--- config.mk ---
export PLATFORM = sky130hd
export DESIGN_NAME = grid_vertex_neighbor_gen
export DESIGN_NICKNAME = d
export VERILOG_FILES = /design/src/design/gvng_pkg.sv /design/src/design/gvng_divider.sv /design/src/design/gvng_datapath.sv /design/src/design/gvng_ctrl.sv /design/src/design/grid_vertex_neighbor_gen.sv
export SDC_FILE = /design/constraint.sdc
export NUM_CORES = 1
export LEC_CHECK = 0
export BUFFER_PORTS_ARGS = -buffer_cell sky130_fd_sc_hd__buf_2
export CAP_MARGIN = 20
export CORE_MARGIN = 2
export CORE_UTILIZATION = 40
export CTS_BUF_LIST = sky130_fd_sc_hd__clkbuf_16
export CTS_CLUSTER_DIAMETER = 40
export DETAILED_ROUTE_END_ITERATION = 12
export GPL_TIMING_DRIVEN = 0
export MAX_ROUTING_LAYER = met4
export PLACE_DENSITY = 0.67
export SYNTH_ARGS = -nofsm -noshare
export SYNTH_HDL_FRONTEND = slang
export SYNTH_SLANG_ARGS = --single-unit
--- constraint.sdc ---
create_clock -name clock -period 16.2 [get_ports clock]
set_input_delay 0.81 -clock clock [delete_from_list [all_inputs] [get_ports clock]]
set_output_delay 0.81 -clock clock [all_outputs]
set_load 0.1 [all_outputs]
--- src/design/gvng_pkg.sv ---
`timescale 1ns / 1ps
`default_nettype none
// ----------------------------------------------------------------------------
// gvng_pkg: shared types and tables of the grid vertex neighbor generator
// case key decoding, neighbor step tables and controller/datapath links
// ----------------------------------------------------------------------------
package gvng_pkg;

   localparam int IDX_W         = 30;
   localparam int MAX_NEIGHBORS = 14;
   localparam int CASE_COUNT    = 64;
   localparam int SLOT_W        = 4;
   localparam int KEY_W         = $clog2(CASE_COUNT);
   localparam int STEP_W        = $clog2(IDX_W + 1);

   // register indexes of the write port
   localparam logic [1:0] CSR_DIM_X = 2'd0;
   localparam logic [1:0] CSR_DIM_Y = 2'd1;
   localparam logic [1:0] CSR_DIM_Z = 2'd2;

   // face bits of the case key
   localparam logic [KEY_W-1:0] FACE_X_LO = 6'd1;
   localparam logic [KEY_W-1:0] FACE_X_HI = 6'd2;
   localparam logic [KEY_W-1:0] FACE_Y_LO = 6'd4;
   localparam logic [KEY_W-1:0] FACE_Y_HI = 6'd8;
   localparam logic [KEY_W-1:0] FACE_Z_LO = 6'd16;
   localparam logic [KEY_W-1:0] FACE_Z_HI = 6'd32;

   typedef enum logic [1:0] {
      STEP_ZERO,
      STEP_PLUS,
      STEP_MINUS
   } step_dir_type;

   typedef struct packed {
      step_dir_type sx;
      step_dir_type sy;
      step_dir_type sz;
   } step_type;

   // slot 0 is the leftmost nibble
   typedef logic [0:MAX_NEIGHBORS-1][3:0] pick_row_type;

   typedef struct packed {
      logic capture;
      logic plane;
      logic div_z_go;
      logic div_y_go;
      logic key;
      logic emit;
   } cmd_type;

   typedef struct packed {
      logic div_done;
      logic count_zero;
      logic last_slot;
      logic out_stall;
   } status_type;

   function automatic logic [SLOT_W-1:0] count_rom(input logic [KEY_W-1:0] key);
      logic [SLOT_W-1:0] c;
      case (key)
         6'd0:    c = 4'd14;
         6'd1:    c = 4'd10;
         6'd2:    c = 4'd10;
         6'd4:    c = 4'd10;
         6'd5:    c = 4'd6;
         6'd6:    c = 4'd8;
         6'd8:    c = 4'd10;
         6'd9:    c = 4'd8;
         6'd10:   c = 4'd6;
         6'd16:   c = 4'd10;
         6'd17:   c = 4'd6;
         6'd18:   c = 4'd8;
         6'd20:   c = 4'd8;
         6'd21:   c = 4'd4;
         6'd22:   c = 4'd7;
         6'd24:   c = 4'd6;
         6'd25:   c = 4'd4;
         6'd26:   c = 4'd4;
         6'd32:   c = 4'd10;
         6'd33:   c = 4'd8;
         6'd34:   c = 4'd6;
         6'd36:   c = 4'd6;
         6'd37:   c = 4'd4;
         6'd38:   c = 4'd4;
         6'd40:   c = 4'd8;
         6'd41:   c = 4'd7;
         6'd42:   c = 4'd4;
         default: c = 4'd0;
      endcase
      return c;
   endfunction

   function automatic pick_row_type pick_rom(input logic [KEY_W-1:0] key);
      pick_row_type p;
      case (key)
         6'd0:    p = 56'h0123456789ABCD;
         6'd1:    p = 56'h0123456BD80000;
         6'd2:    p = 56'h9AB78CD2040000;
         6'd4:    p = 56'h9AB78CD6320000;
         6'd5:    p = 56'h6B8D2300000000;
         6'd6:    p = 56'h9AB78CD2000000;
         6'd8:    p = 56'h01234569780000;
         6'd9:    p = 56'h01234568000000;
         6'd10:   p = 56'h49780200000000;
         6'd16:   p = 56'h9AB78CD4560000;
         6'd17:   p = 56'h4568BD00000000;
         6'd18:   p = 56'h9AB78CD4000000;
         6'd20:   p = 56'h9AB78CD6000000;
         6'd21:   p = 56'h6B8D0000000000;
         6'd22:   p = 56'h9AB78CD0000000;
         6'd24:   p = 56'h49785600000000;
         6'd25:   p = 56'h45680000000000;
         6'd26:   p = 56'h49780000000000;
         6'd32:   p = 56'h01234569AB0000;
         6'd33:   p = 56'h0123456B000000;
         6'd34:   p = 56'h29AB0400000000;
         6'd36:   p = 56'h29AB3600000000;
         6'd37:   p = 56'h236B0000000000;
         6'd38:   p = 56'h29AB0000000000;
         6'd40:   p = 56'h01234569000000;
         6'd41:   p = 56'h01234560000000;
         6'd42:   p = 56'h02490000000000;
         default: p = '0;
      endcase
      return p;
   endfunction

   // full neighbor set of an interior vertex, as (dx, dy, dz)
   function automatic step_type step_rom(input logic [3:0] sel);
      step_type s;
      case (sel)
         4'd0:    s = '{STEP_ZERO,  STEP_MINUS, STEP_MINUS};
         4'd1:    s = '{STEP_PLUS,  STEP_MINUS, STEP_MINUS};
         4'd2:    s = '{STEP_ZERO,  STEP_ZERO,  STEP_MINUS};
         4'd3:    s = '{STEP_PLUS,  STEP_ZERO,  STEP_MINUS};
         4'd4:    s = '{STEP_ZERO,  STEP_MINUS, STEP_ZERO};
         4'd5:    s = '{STEP_PLUS,  STEP_MINUS, STEP_ZERO};
         4'd6:    s = '{STEP_PLUS,  STEP_ZERO,  STEP_ZERO};
         4'd7:    s = '{STEP_MINUS, STEP_ZERO,  STEP_PLUS};
         4'd8:    s = '{STEP_ZERO,  STEP_ZERO,  STEP_PLUS};
         4'd9:    s = '{STEP_MINUS, STEP_ZERO,  STEP_ZERO};
         4'd10:   s = '{STEP_MINUS, STEP_PLUS,  STEP_ZERO};
         4'd11:   s = '{STEP_ZERO,  STEP_PLUS,  STEP_ZERO};
         4'd12:   s = '{STEP_MINUS, STEP_PLUS,  STEP_PLUS};
         4'd13:   s = '{STEP_ZERO,  STEP_PLUS,  STEP_PLUS};
         default: s = '{STEP_ZERO,  STEP_ZERO,  STEP_ZERO};
      endcase
      return s;
   endfunction

endpackage
`default_nettype wire

--- src/design/gvng_divider.sv ---
`timescale 1ns / 1ps
`default_nettype none
// ----------------------------------------------------------------------------
// gvng_divider: bit-serial restoring divider
// one quotient bit per cycle, start remainder and step count set by the caller
// ----------------------------------------------------------------------------
module gvng_divider #(
   parameter int DEN_W = 22
) (
   input  wire logic                          clock,
   input  wire logic                          reset,
   input  wire logic                          start,
   input  wire logic [gvng_pkg::IDX_W-1:0]    start_num,
   input  wire logic [DEN_W-1:0]              start_den,
   input  wire logic [DEN_W-1:0]              start_rem,
   input  wire logic [gvng_pkg::STEP_W-1:0]   start_steps,
   output logic      [gvng_pkg::IDX_W-1:0]    quot,
   output logic      [DEN_W-1:0]              rem,
   output logic                               done
);

   localparam int IW = gvng_pkg::IDX_W;

   logic [IW-1:0]               num_ff;
   logic [IW-1:0]               quot_ff;
   logic [DEN_W-1:0]            rem_ff;
   logic [DEN_W-1:0]            den_ff;
   logic [gvng_pkg::STEP_W-1:0] cnt_ff;
   logic                        busy_ff;
   logic                        done_ff;

   logic [DEN_W:0]   trial;
   logic [DEN_W:0]   diff;
   logic             fits;
   logic [DEN_W-1:0] rem_in;

   always_comb begin
      trial  = {rem_ff, num_ff[IW-1]};
      diff   = trial - {1'b0, den_ff};
      fits   = (trial >= {1'b0, den_ff});
      rem_in = fits ? diff[DEN_W-1:0] : trial[DEN_W-1:0];
   end

   always_ff @(posedge clock) begin
      if (reset) begin
         busy_ff <= 1'b0;
         done_ff <= 1'b0;
      end else begin
         done_ff <= 1'b0;
         if (start) begin
            busy_ff <= 1'b1;
         end else if (busy_ff && cnt_ff == gvng_pkg::STEP_W'(1)) begin
            busy_ff <= 1'b0;
            done_ff <= 1'b1;
         end
      end
   end

   always_ff @(posedge clock) begin
      if (start) begin
         num_ff  <= start_num;
         den_ff  <= start_den;
         rem_ff  <= start_rem;
         cnt_ff  <= start_steps;
         quot_ff <= '0;
      end else if (busy_ff) begin
         num_ff  <= {num_ff[IW-2:0], 1'b0};
         rem_ff  <= rem_in;
         quot_ff <= {quot_ff[IW-2:0], fits};
         cnt_ff  <= cnt_ff - gvng_pkg::STEP_W'(1);
      end
   end

   assign quot = quot_ff;
   assign rem  = rem_ff;
   assign done = done_ff;

endmodule
`default_nettype wire

--- src/design/gvng_datapath.sv ---
`timescale 1ns / 1ps
`default_nettype none
// ----------------------------------------------------------------------------
// gvng_datapath: size registers, index split, case key and neighbor output
// works under commands of the controller, result register on the output side
// ----------------------------------------------------------------------------
module gvng_datapath #(
   parameter int AXIS_BITS = 10
) (
   input  wire logic                       clock,
   input  wire logic                       reset,
   input  wire logic                       csr_we,
   input  wire logic [1:0]                 csr_addr,
   input  wire logic [AXIS_BITS:0]         csr_wdata,
   input  wire logic [gvng_pkg::IDX_W-1:0] vertex_index,
   input  wire gvng_pkg::cmd_type          cmd,
   output gvng_pkg::status_type            status,
   input  wire logic                       rsp_tready,
   output logic                            rsp_tvalid,
   output logic [39:0]                     rsp_tdata,
   output logic                            rsp_tlast
);

   localparam int IW = gvng_pkg::IDX_W;
   localparam int SW = gvng_pkg::SLOT_W;
   localparam int KW = gvng_pkg::KEY_W;
   localparam int DW = AXIS_BITS + 1;
   localparam int PW = 2 * DW;

   function automatic logic [IW-1:0] term(input gvng_pkg::step_dir_type d,
                                          input logic [IW-1:0] v);
      logic [IW-1:0] t;
      case (d)
         gvng_pkg::STEP_PLUS:  t = v;
         gvng_pkg::STEP_MINUS: t = IW'(0) - v;
         default:              t = '0;
      endcase
      return t;
   endfunction

   logic [DW-1:0] dim_x_ff, dim_y_ff, dim_z_ff;
   logic [DW-1:0] ex, ey, ez;
   logic [IW-1:0] idx_ff;
   logic [PW-1:0] plane_ff;
   logic [IW-1:0] z_ff;
   logic [KW-1:0] key_ff;
   logic [SW-1:0] count_ff;
   logic [SW-1:0] slot_ff;

   logic          rsp_valid_ff;
   logic [IW-1:0] nb_index_ff;
   logic [SW-1:0] nb_slot_ff;
   logic [SW-1:0] nb_count_ff;
   logic          nb_last_ff;

   logic                        div_start;
   logic [IW-1:0]               div_num;
   logic [PW-1:0]               div_den;
   logic [PW-1:0]               div_rem0;
   logic [gvng_pkg::STEP_W-1:0] div_steps;
   logic [IW-1:0]               div_quot;
   logic [PW-1:0]               div_rem;
   logic                        div_done;

   logic [KW-1:0]          key_in;
   logic [DW-1:0]          y_val;
   logic                   last_slot;
   gvng_pkg::pick_row_type pick_row;
   gvng_pkg::step_type     step;
   logic [IW-1:0]          nb_index_in;

   // a size of zero counts as one
   assign ex = (dim_x_ff == '0) ? DW'(1) : dim_x_ff;
   assign ey = (dim_y_ff == '0) ? DW'(1) : dim_y_ff;
   assign ez = (dim_z_ff == '0) ? DW'(1) : dim_z_ff;

   always_ff @(posedge clock) begin
      if (reset) begin
         dim_x_ff <= DW'(2);
         dim_y_ff <= DW'(2);
         dim_z_ff <= DW'(2);
      end else if (csr_we) begin
         unique case (csr_addr)
            gvng_pkg::CSR_DIM_X: dim_x_ff <= csr_wdata;
            gvng_pkg::CSR_DIM_Y: dim_y_ff <= csr_wdata;
            gvng_pkg::CSR_DIM_Z: dim_z_ff <= csr_wdata;
            default: ;
         endcase
      end
   end

   // first pass: index by plane, second pass: remainder by row length,
   // the second starts with the upper remainder bits already shifted in
   always_comb begin
      div_start = cmd.div_z_go | cmd.div_y_go;
      if (cmd.div_y_go) begin
         div_num   = IW'(div_rem[DW-1:0]) << (IW - DW);
         div_den   = PW'(ex);
         div_rem0  = div_rem >> DW;
         div_steps = gvng_pkg::STEP_W'(DW);
      end else begin
         div_num   = idx_ff;
         div_den   = plane_ff;
         div_rem0  = '0;
         div_steps = gvng_pkg::STEP_W'(IW);
      end
   end

   gvng_divider #(
      .DEN_W (PW)
   ) u_divider (
      .clock       (clock),
      .reset       (reset),
      .start       (div_start),
      .start_num   (div_num),
      .start_den   (div_den),
      .start_rem   (div_rem0),
      .start_steps (div_steps),
      .quot        (div_quot),
      .rem         (div_rem),
      .done        (div_done)
   );

   always_comb begin
      y_val  = div_quot[DW-1:0];
      key_in = '0;
      if (div_rem == '0) begin
         key_in = key_in | gvng_pkg::FACE_X_LO;
      end else if (div_rem == PW'(ex - DW'(1))) begin
         key_in = key_in | gvng_pkg::FACE_X_HI;
      end
      if (y_val == '0) begin
         key_in = key_in | gvng_pkg::FACE_Y_LO;
      end else if (y_val == ey - DW'(1)) begin
         key_in = key_in | gvng_pkg::FACE_Y_HI;
      end
      if (z_ff == '0) begin
         key_in = key_in | gvng_pkg::FACE_Z_LO;
      end else if (z_ff == IW'(ez - DW'(1))) begin
         key_in = key_in | gvng_pkg::FACE_Z_HI;
      end
   end

   always_comb begin
      pick_row    = gvng_pkg::pick_rom(key_ff);
      step        = gvng_pkg::step_rom(pick_row[slot_ff]);
      nb_index_in = idx_ff + term(step.sx, IW'(1)) + term(step.sy, IW'(ex))
                    + term(step.sz, IW'(plane_ff));
      last_slot   = (SW'(slot_ff + SW'(1)) == count_ff);
   end

   always_ff @(posedge clock) begin
      if (cmd.capture) begin
         idx_ff <= vertex_index;
      end
      if (cmd.plane) begin
         plane_ff <= PW'(ex) * PW'(ey);
      end
      if (cmd.div_y_go) begin
         z_ff <= div_quot;
      end
      if (cmd.key) begin
         key_ff   <= key_in;
         count_ff <= gvng_pkg::count_rom(key_in);
         slot_ff  <= '0;
      end else if (cmd.emit) begin
         slot_ff  <= slot_ff + SW'(1);
      end
   end

   always_ff @(posedge clock) begin
      if (reset) begin
         rsp_valid_ff <= 1'b0;
      end else if (cmd.emit) begin
         rsp_valid_ff <= 1'b1;
      end else if (rsp_tready) begin
         rsp_valid_ff <= 1'b0;
      end
   end

   always_ff @(posedge clock) begin
      if (cmd.emit) begin
         nb_index_ff <= nb_index_in;
         nb_slot_ff  <= slot_ff;
         nb_count_ff <= count_ff;
         nb_last_ff  <= last_slot;
      end
   end

   assign status.div_done   = div_done;
   assign status.count_zero = (count_ff == '0);
   assign status.last_slot  = last_slot;
   assign status.out_stall  = rsp_valid_ff & ~rsp_tready;

   assign rsp_tvalid = rsp_valid_ff;
   assign rsp_tdata  = {2'b00, nb_count_ff, nb_slot_ff, nb_index_ff};
   assign rsp_tlast  = nb_last_ff;

endmodule
`default_nettype wire

--- src/design/gvng_ctrl.sv ---
`timescale 1ns / 1ps
`default_nettype none
// ----------------------------------------------------------------------------
// gvng_ctrl: sequencer of the neighbor generator
// steps one vertex through plane product, two divisions, key and emission
// ----------------------------------------------------------------------------
module gvng_ctrl (
   input  wire logic                 clock,
   input  wire logic                 reset,
   input  wire logic                 req_tvalid,
   output logic                      req_tready,
   input  wire gvng_pkg::status_type status,
   output gvng_pkg::cmd_type         cmd
);

   typedef enum logic [2:0] {
      S_IDLE,
      S_PLANE,
      S_ZGO,
      S_ZWAIT,
      S_YGO,
      S_YWAIT,
      S_KEY,
      S_EMIT
   } state_type;

   state_type state_ff;
   state_type state_in;

   always_comb begin
      state_in = state_ff;
      cmd      = '0;
      unique case (state_ff)
         S_IDLE: begin
            cmd.capture = req_tvalid;
            if (req_tvalid) begin
               state_in = S_PLANE;
            end
         end
         S_PLANE: begin
            cmd.plane = 1'b1;
            state_in  = S_ZGO;
         end
         S_ZGO: begin
            cmd.div_z_go = 1'b1;
            state_in     = S_ZWAIT;
         end
         S_ZWAIT: begin
            if (status.div_done) begin
               state_in = S_YGO;
            end
         end
         S_YGO: begin
            cmd.div_y_go = 1'b1;
            state_in     = S_YWAIT;
         end
         S_YWAIT: begin
            if (status.div_done) begin
               state_in = S_KEY;
            end
         end
         S_KEY: begin
            cmd.key  = 1'b1;
            state_in = S_EMIT;
         end
         S_EMIT: begin
            if (status.count_zero) begin
               state_in = S_IDLE;
            end else if (!status.out_stall) begin
               cmd.emit = 1'b1;
               if (status.last_slot) begin
                  state_in = S_IDLE;
               end
            end
         end
         default: state_in = S_IDLE;
      endcase
   end

   always_ff @(posedge clock) begin
      if (reset) begin
         state_ff <= S_IDLE;
      end else begin
         state_ff <= state_in;
      end
   end

   assign req_tready = (state_ff == S_IDLE);

endmodule
`default_nettype wire

--- src/design/grid_vertex_neighbor_gen.sv ---
`timescale 1ns / 1ps
`default_nettype none
// ----------------------------------------------------------------------------
// grid_vertex_neighbor_gen: vertex neighbors of an implicit 3d regular grid
// splits a linear vertex index into x, y, z and emits its Freudenthal neighbors
// ----------------------------------------------------------------------------
// One vertex is handled at a time. After a req transfer the block registers the
// plane product, splits the index with a shared bit-serial divider (the 30
// quotient bits of z first, then AXIS_BITS+1 bits for y), registers the
// boundary case key and then sends one rsp transfer per neighbor, one per
// cycle while rsp_tready is high. A new vertex is taken while the final
// neighbor still waits in the output register. The user must write the sizes
// through csr_* only while the block is idle; the block does not enforce it.
// A size of zero acts as one and indices beyond the grid are not checked
// (results wrap modulo 2^30).
// ----------------------------------------------------------------------------
module grid_vertex_neighbor_gen #(
   parameter int AXIS_BITS = 10
) (
   input  wire logic                 clock,
   input  wire logic                 reset,
   // configuration writes, index 0 dim_x, 1 dim_y, 2 dim_z
   input  wire logic                 csr_we,
   input  wire logic [1:0]           csr_addr,
   input  wire logic [AXIS_BITS:0]   csr_wdata,
   // vertex input
   input  wire logic                 req_tvalid,
   output logic                      req_tready,
   input  wire logic [31:0]          req_tdata,   // [29:0] vertex_index
   // neighbor output
   output logic                      rsp_tvalid,
   input  wire logic                 rsp_tready,
   output logic [39:0]               rsp_tdata,   // [29:0] neighbor_index,
                                                  // [33:30] neighbor_slot,
                                                  // [37:34] neighbor_count
   output logic                      rsp_tlast    // last neighbor of the vertex
);

   // control and status between sequencer and datapath
   gvng_pkg::cmd_type    cmd;
   gvng_pkg::status_type status;

   // sequencer: one vertex in flight, ready only when idle
   gvng_ctrl u_ctrl (
      .clock      (clock),
      .reset      (reset),
      .req_tvalid (req_tvalid),
      .req_tready (req_tready),
      .status     (status),
      .cmd        (cmd)
   );

   // datapath: size registers, divider, case tables, result register
   gvng_datapath #(
      .AXIS_BITS (AXIS_BITS)
   ) u_datapath (
      .clock        (clock),
      .reset        (reset),
      .csr_we       (csr_we),
      .csr_addr     (csr_addr),
      .csr_wdata    (csr_wdata),
      .vertex_index (req_tdata[gvng_pkg::IDX_W-1:0]),
      .cmd          (cmd),
      .status       (status),
      .rsp_tready   (rsp_tready),
      .rsp_tvalid   (rsp_tvalid),
      .rsp_tdata    (rsp_tdata),
      .rsp_tlast    (rsp_tlast)
   );

endmodule
`default_nettype wire

# After elaboration in Yosys (flattened, before gate mapping)
# Memories as Yosys holds them, arrays and structs flattened. A register that Yosys moved wholly into a read port is not among the register bits.
# Index checks and enable logic that the tools add are counted.
[totals] register_bits=279 latch_bits=0 mem_bits_rw=0 mem_bits_ro=3552 inputBits=50 output_inout_bits=43 memories=3
[mem_list] name="(no name shown)" words=64 word_bits=50 read_ports=1 rd_ports_with_merged_regs=1 write_ports=0 line_no="gvng_pkg.sv:97" source="case (key)"
[mem_list] name="(no name shown)" words=64 word_bits=4 read_ports=1 rd_ports_with_merged_regs=1 write_ports=0 line_no="gvng_pkg.sv:62" source="case (key)"
[mem_list] name="(no name shown)" words=16 word_bits=6 read_ports=1 rd_ports_with_merged_regs=0 write_ports=0 line_no="gvng_pkg.sv:133" source="case (sel)"
[classes] n_addsub=11 n_mul=1 div=0 order_cmp=2 eq_ne=25 shifts=0 muxes=47 bitwise=4 reduce_logical=18
[ops] operator="one-hot mux 30 bit (2 select lines)" count=3
[ops] operator="adder 30 bit" count=3
[ops] operator="two-way mux 30 bit" count=3
[ops] operator="two-way mux 22 bit" count=3
[ops] operator="two-way mux 11 bit" count=5
[ops] operator="logical NOT 11 bit" count=4
[ops] operator="== test 30 bit" count=1
[ops] operator="logical NOT 30 bit" count=1
[ops] operator="one-hot mux 3 bit (8 select lines)" count=1
[ops] operator="subtractor 11 x 1 -> 12 bit, second input constant" count=2
[ops] operator="greater-or-equal comparator 23 x 22 -> 1 bit" count=1
[ops] operator="subtractor 1 x 22 -> 23 bit, first input constant" count=1
[ops] operator="== test 22 bit" count=1
[ops] operator="logical NOT 22 bit" count=1
[ops] operator="multiplier 11 x 11 -> 22 bit" count=1
[ops] operator="subtractor 22 bit" count=1
[ops] operator="two-way mux 3 bit" count=6
[ops] operator="two-way mux 6 bit" count=3
[ops] operator="binary-select mux 4 bit (select 4 bit)" count=1
[ops] operator="two-way mux 4 bit" count=4
[ops] operator="two-way mux 5 bit" count=3
[ops] operator="two-way mux 1 bit" count=13
[ops] operator="== test 3 bit, second input constant" count=4
[ops] operator="subtractor 1 x 11 -> 12 bit, first input constant" count=1
[ops] operator="28 further kinds" count=41

# Logic depth before layout (Yosys ltp)
[logic_depth] ltp_word=11 depth_mapped=32

# Hierarchy
# Synthesis repeated with hierarchy kept, for this count alone.
[hier_totals] cells_unflattened=2352 area_unflattened_um2=23333.6
[modules_own_cells] mod="gvng_datapath" instances=1 cells_per_inst=1846 area_each_um2=17290.3
[modules_own_cells] mod="gvng_divider" instances=1 cells_per_inst=474 area_each_um2=5751.8
[modules_own_cells] mod="gvng_ctrl" instances=1 cells_per_inst=32 area_each_um2=291.5

# Least setup slack after synthesis
# OpenSTA, ideal clock, no wires.
[synth_timing] path_kind="register to register" from="register u_datapath.slot_ff[1]" to="register u_datapath.nb_index_ff[29], data pin" setup_time_ns=0.266 arrival_ns=7.156 required_time_ns=15.934 slack_ns=8.778 stages_incl_launch_ff=29 path_buffers=2 synth_period_minus_slack_ns=7.422 path_cell_list="dfxtp_1 clkbuf_1 clkbuf_1 mux4_2 mux2_2 nor2_1 a21oi_1 inv_1 ha_1 inv_1 o21ai_0 nand2_1 o21ai_0 ha_1 fa_1 inv_1 fa_1 inv_1 ha_1 fa_1 a211oi_1 o21ai_0 a41o_1 a41oi_1 o21ai_0 a2111oi_0 o31a_1 mux2i_1 nand4_1"
[synth_via] elab_chain_cells=10
[synth_lines] item="start, declared" line_no="gvng_datapath.sv:48" source="logic [SW-1:0] slot_ff;"
[synth_lines] item="start signal, assigned" line_no="gvng_datapath.sv:167" source="slot_ff <= slot_ff + SW'(1);"
[synth_lines] item="NOT 4 -> 5 bit (not written as such) (*)" line_no="gvng_datapath.sv:146" source="step = gvng_pkg::step_rom(pick_row[slot_ff]);"
[synth_lines] item="binary-select mux 4 bit (select 4 bit) (*)" line_no="gvng_datapath.sv:146"
[synth_lines] item="two-way mux 4 bit (not written as such) (*) (2 in a row)" line_no="gvng_datapath.sv:146"
[synth_lines] item="memory read (16 x 6 bit) (*)"
[synth_lines] item="== test 2 bit or == test 2 x 1 -> 1 bit (tied branches)" line_no="gvng_datapath.sv:33" source="case (d)"
[synth_lines] item="one-hot mux 30 bit (2 select lines)" line_no="gvng_datapath.sv:33"
[synth_lines] item="adder 30 bit (2 in a row)" line_no="gvng_datapath.sv:147" source="nb_index_in = idx_ff + term(step.sx, IW'(1)) + term(step.sy, IW'(ex))"
[synth_lines] item="adder 30 bit (*)" line_no="gvng_datapath.sv:148" source="+ term(step.sz, IW'(plane_ff));"
[synth_lines] item="named net u_datapath.nb_index_in[29]" line_no="gvng_datapath.sv:70" source="logic [IW-1:0] nb_index_in;"
[synth_lines] item="end signal, assigned" line_no="gvng_datapath.sv:183" source="nb_index_ff <= nb_index_in;"
[synth_lines] item="end, declared" line_no="gvng_datapath.sv:51" source="logic [IW-1:0] nb_index_ff;"
# Mark *: on every way through the listed nets, which the timed path passes. The rest lies on a longest branch. The select of a mux whose other input is x is not followed.
# A chain may end at the register's enable or synchronous reset.

# Worst setup path in the final report
# Ends and elaborated chain as after synthesis.

==> impl_results.md <==
* Via Count at 17,780
* Post-Route WL at 60,800 um
* Layout cell share with drive strength beyond 1 at 0.103
* Hold Buf Count CTS at 0
* Clock Path Buffers at 3
* Clk Latency, worst-skew pair at 0.60 ns
* Fin Setup TNS at 0 ns
* Final Util at 0.461
* Mapped Cells at 2,338
* ANT nets after route at 0
* Async SR Flop Fraction at 0
* Yosys top cell by area: edfxtp_1
* Worst Hold End: u_datapath.idx_ff[26]
* Die Ht at 243 um
* Worst-Margin Slew at 1.18 ns
* Fill cells at 5,373
* Reg2reg end: u_datapath.nb_index_ff[29]
* Storage cell area at 0.00851 mm2
* Area growth syn-to-layout at 13.7%
* Leakage power at 11.1 nW
* CTS buffer count at 49
* Reg2reg setup slack at 7.32 ns
* Clk pwr share at 0.213
* Core Box Area at 0.0564 mm2
* First-pass GRT wire length at 96,500 um
* Via-per-instance ratio at 5.42
* Comb pwr share at 0.507
* Maxcap violations at 0
* Multi-input combinational cell area at 0.0128 mm2
* CP Launch Type: register
* Top cells by area, synth: edfxtp_1 (28%), fa_1 (12%), dfxtp_1 (9.6%)
* Final number of hold-violating endpoints at 0
* Die width at 243 um
* First-pass iteration count of the detailed router at 6
* Flop pwr share at 0.280
* Yosys cell types at 105
* Slew headroom at 0.210
* CTS HTree Levels at 2
* GRT overflow at 0
* Worst-path clk slew at 0.06 ns
* Syn Std Cell Area at 0.0228 mm2
* GRT Overall Usage at 0.210
* Outcome: completed
* CP Capture Type: register
* Largest net degree at the start of global routing at 36
* Post-route DRC violation count at 0
* Switching Share at 0.420
* # rows at 87
* Reg2Reg Depth at 31
* Power density over the cells at 189 mW/mm2
* Initial Util at 0.405
* Arrival time worst endpoint at 9.22 ns
* Pint at 2.86 mW
* Min Tclk post-route at 8.88 ns
* Worst Path Buf+Inv at 8
* Post-synth top flop: edfxtp_1
* Post-synth top area share at 0.276
* Hold_sp: req_tdata[26]
* Top delay family on crit path: compound AO/OA/AOI/OAI gates
* I/O pin total at 93
* Final Wtd Congestion at 0.947
* Setup CP Type: reg -> reg
* Number of flops mapped to enable cells by yosys at 210
* Post-CTS setup buffer count at 0
* Req. time, crit path at 16.54 ns
* Crit-path max cell delay at 0.66 ns
* Clock Sink Count at 320
* RR Startpoint: u_datapath.slot_ff[1]
* Post-Syn Area per Cell at 9.77 um2
* Resized Gates After CTS at 0
* Initial antenna violation count at 1
* Max-slew violations at 0
* Ys Warns at 0
* P_sw at 2.07 mW
* Synth cell count leaders: inv_1 (265), nand2_1 (227), edfxtp_1 (210)
* CP max stage cell: a2111oi_0
* Hpwl dp at 46,700 um
* DR WL/cell at 18.5 um
* # setup viols final at 0
* Hold path cells at 1
* RSZ-0062 raised after global routing: no
* VDD IR max at 118 uV
* Fin crit share at 0.548
* DIE AREA at 0.0590 mm2
* DRT iter0 DRCs at 1,495
* Port bufs at 87
* Synthesized flop and latch total at 320
* Hold Crit Class: in -> reg
* Layout Skew at 0.0352 ns
* Fmax at 0.113 GHz
* CTS root buffer: clkbuf_16
* Crit-path max FO at 10
* Nets@finish at 2,792
* Antenna diodes at 0
* Vias in the first global route at 17,681
* Sequential fraction of the synthesis area at 0.372
* CTS tree: done
* Count leader, synth: inv_1
final cells by class:
| class | instances | share of cell area |
|---|---|---|
| clock inverter | 42 | 0.0153 |
| inverter | 269 | 0.0389 |
| clock buffer | 50 | 0.0482 |
| timing repair buffer | 92 | 0.0199 |
| buffer | 112 | 0.0195 |
| tap | 756 | 0.0364 |
| sequential | 320 | 0.327 |
| multi-input combinational | 1638 | 0.494 |
cells by family after synthesis:
family                     Yosys count  share of synthesized area
and+or+nand+nor                    746                      0.163
AOI/OAI and AO/OA                  419                      0.121
buffers and inverters              381                     0.0662
DFF                                320                      0.372
adders and majority gates          260                      0.186
xor gates and xnor gates           116                     0.0445
muxes                               95                     0.0465
other                                1                   0.000164
worst max path at each step:
stage	startpoint	endpoint	slack, ns	cells past startpoint
after detailed placement	u_datapath.slot_ff[1]	u_datapath.nb_index_ff[29]	7.38	31
after global routing	u_datapath.slot_ff[1]	u_datapath.nb_index_ff[29]	6.71	31
after floorplan	u_datapath.slot_ff[1]	u_datapath.nb_index_ff[29]	8.78	28
after global placement	u_datapath.slot_ff[1]	u_datapath.nb_index_ff[29]	7.06	21
final	u_datapath.slot_ff[1]	u_datapath.nb_index_ff[29]	7.32	31
after CTS	u_datapath.slot_ff[1]	u_datapath.nb_index_ff[29]	7.35	31
registers in the layout, summed over array words and instances (netlist names), 22 cells and up:
name	flops
u_datapath.u_divider.rem	22
u_datapath.pick_row	37
u_datapath.idx_ff	30
u_datapath.z_ff	30
u_datapath.u_divider.num_ff	30
u_datapath.u_divider.den_ff	22
u_datapath.nb_index_ff	30
u_datapath.u_divider.quot	30
u_datapath.plane_ff	22
layout by cell type, fill, tap and decap left out, types with 20 or more instances in the layout:
cell type	instances
inv_1	272
nand2_1	227
edfxtp_1	210
nor2_1	162
fa_1	133
ha_1	126
dfxtp_1	110
a21oi_1	108
o21ai_0	106
buf_2	93
clkbuf_1	87
mux2i_1	78
xnor2_1	78
and2_1	72
clkbuf_16	50
nand3_1	45
nor3_1	44
xor2_1	38
nor4_1	30
a21o_1	26
nor2b_1	24
o21a_1	20
power by group through the flow:
stage / Sequential, mW / Combinational (mW) / Clock (mW)
detailed placement: 1.39 / 2.46 / 0
global placement: 1.40 / 2.38 / 0
finish: 1.38 / 2.49 / 1.05
CTS: 1.37 / 2.48 / 1.07
floorplan: 1.33 / 1.89 / 0
global route: 1.39 / 2.78 / 1.10
routing by layer:
layer / vias up / part of all wire / GRT usage
met3: 107 / 0.058 / 0.0290
met5: - / 0 / -
met2: 560 / 0.47 / 0.339
met1: 8722 / 0.44 / 0.278
li1: 8391 / - / -
met4: 0 / 0.026 / 0.0581
per-stage QoR:
stage / instances / setup slack [ns] / power, mW / instance area [um2] / hold slack, ns
4_1_cts: 3279 / 7.35 / 4.92 / 26000 / 0.351
3_5_place_dp: 3187 / 7.38 / 3.85 / 24300 / 0.418
2_1_floorplan: 2339 / 8.78 / 3.22 / 22900 / 0.406
5_1_grt: 3279 / 6.71 / 5.28 / 26000 / 0.366
6_report: 3279 / 7.32 / 4.92 / 26000 / 0.380
3_3_place_gp: 3182 / 7.06 / 3.78 / 24200 / 0.416
Power figures use the tool's default switching activity.
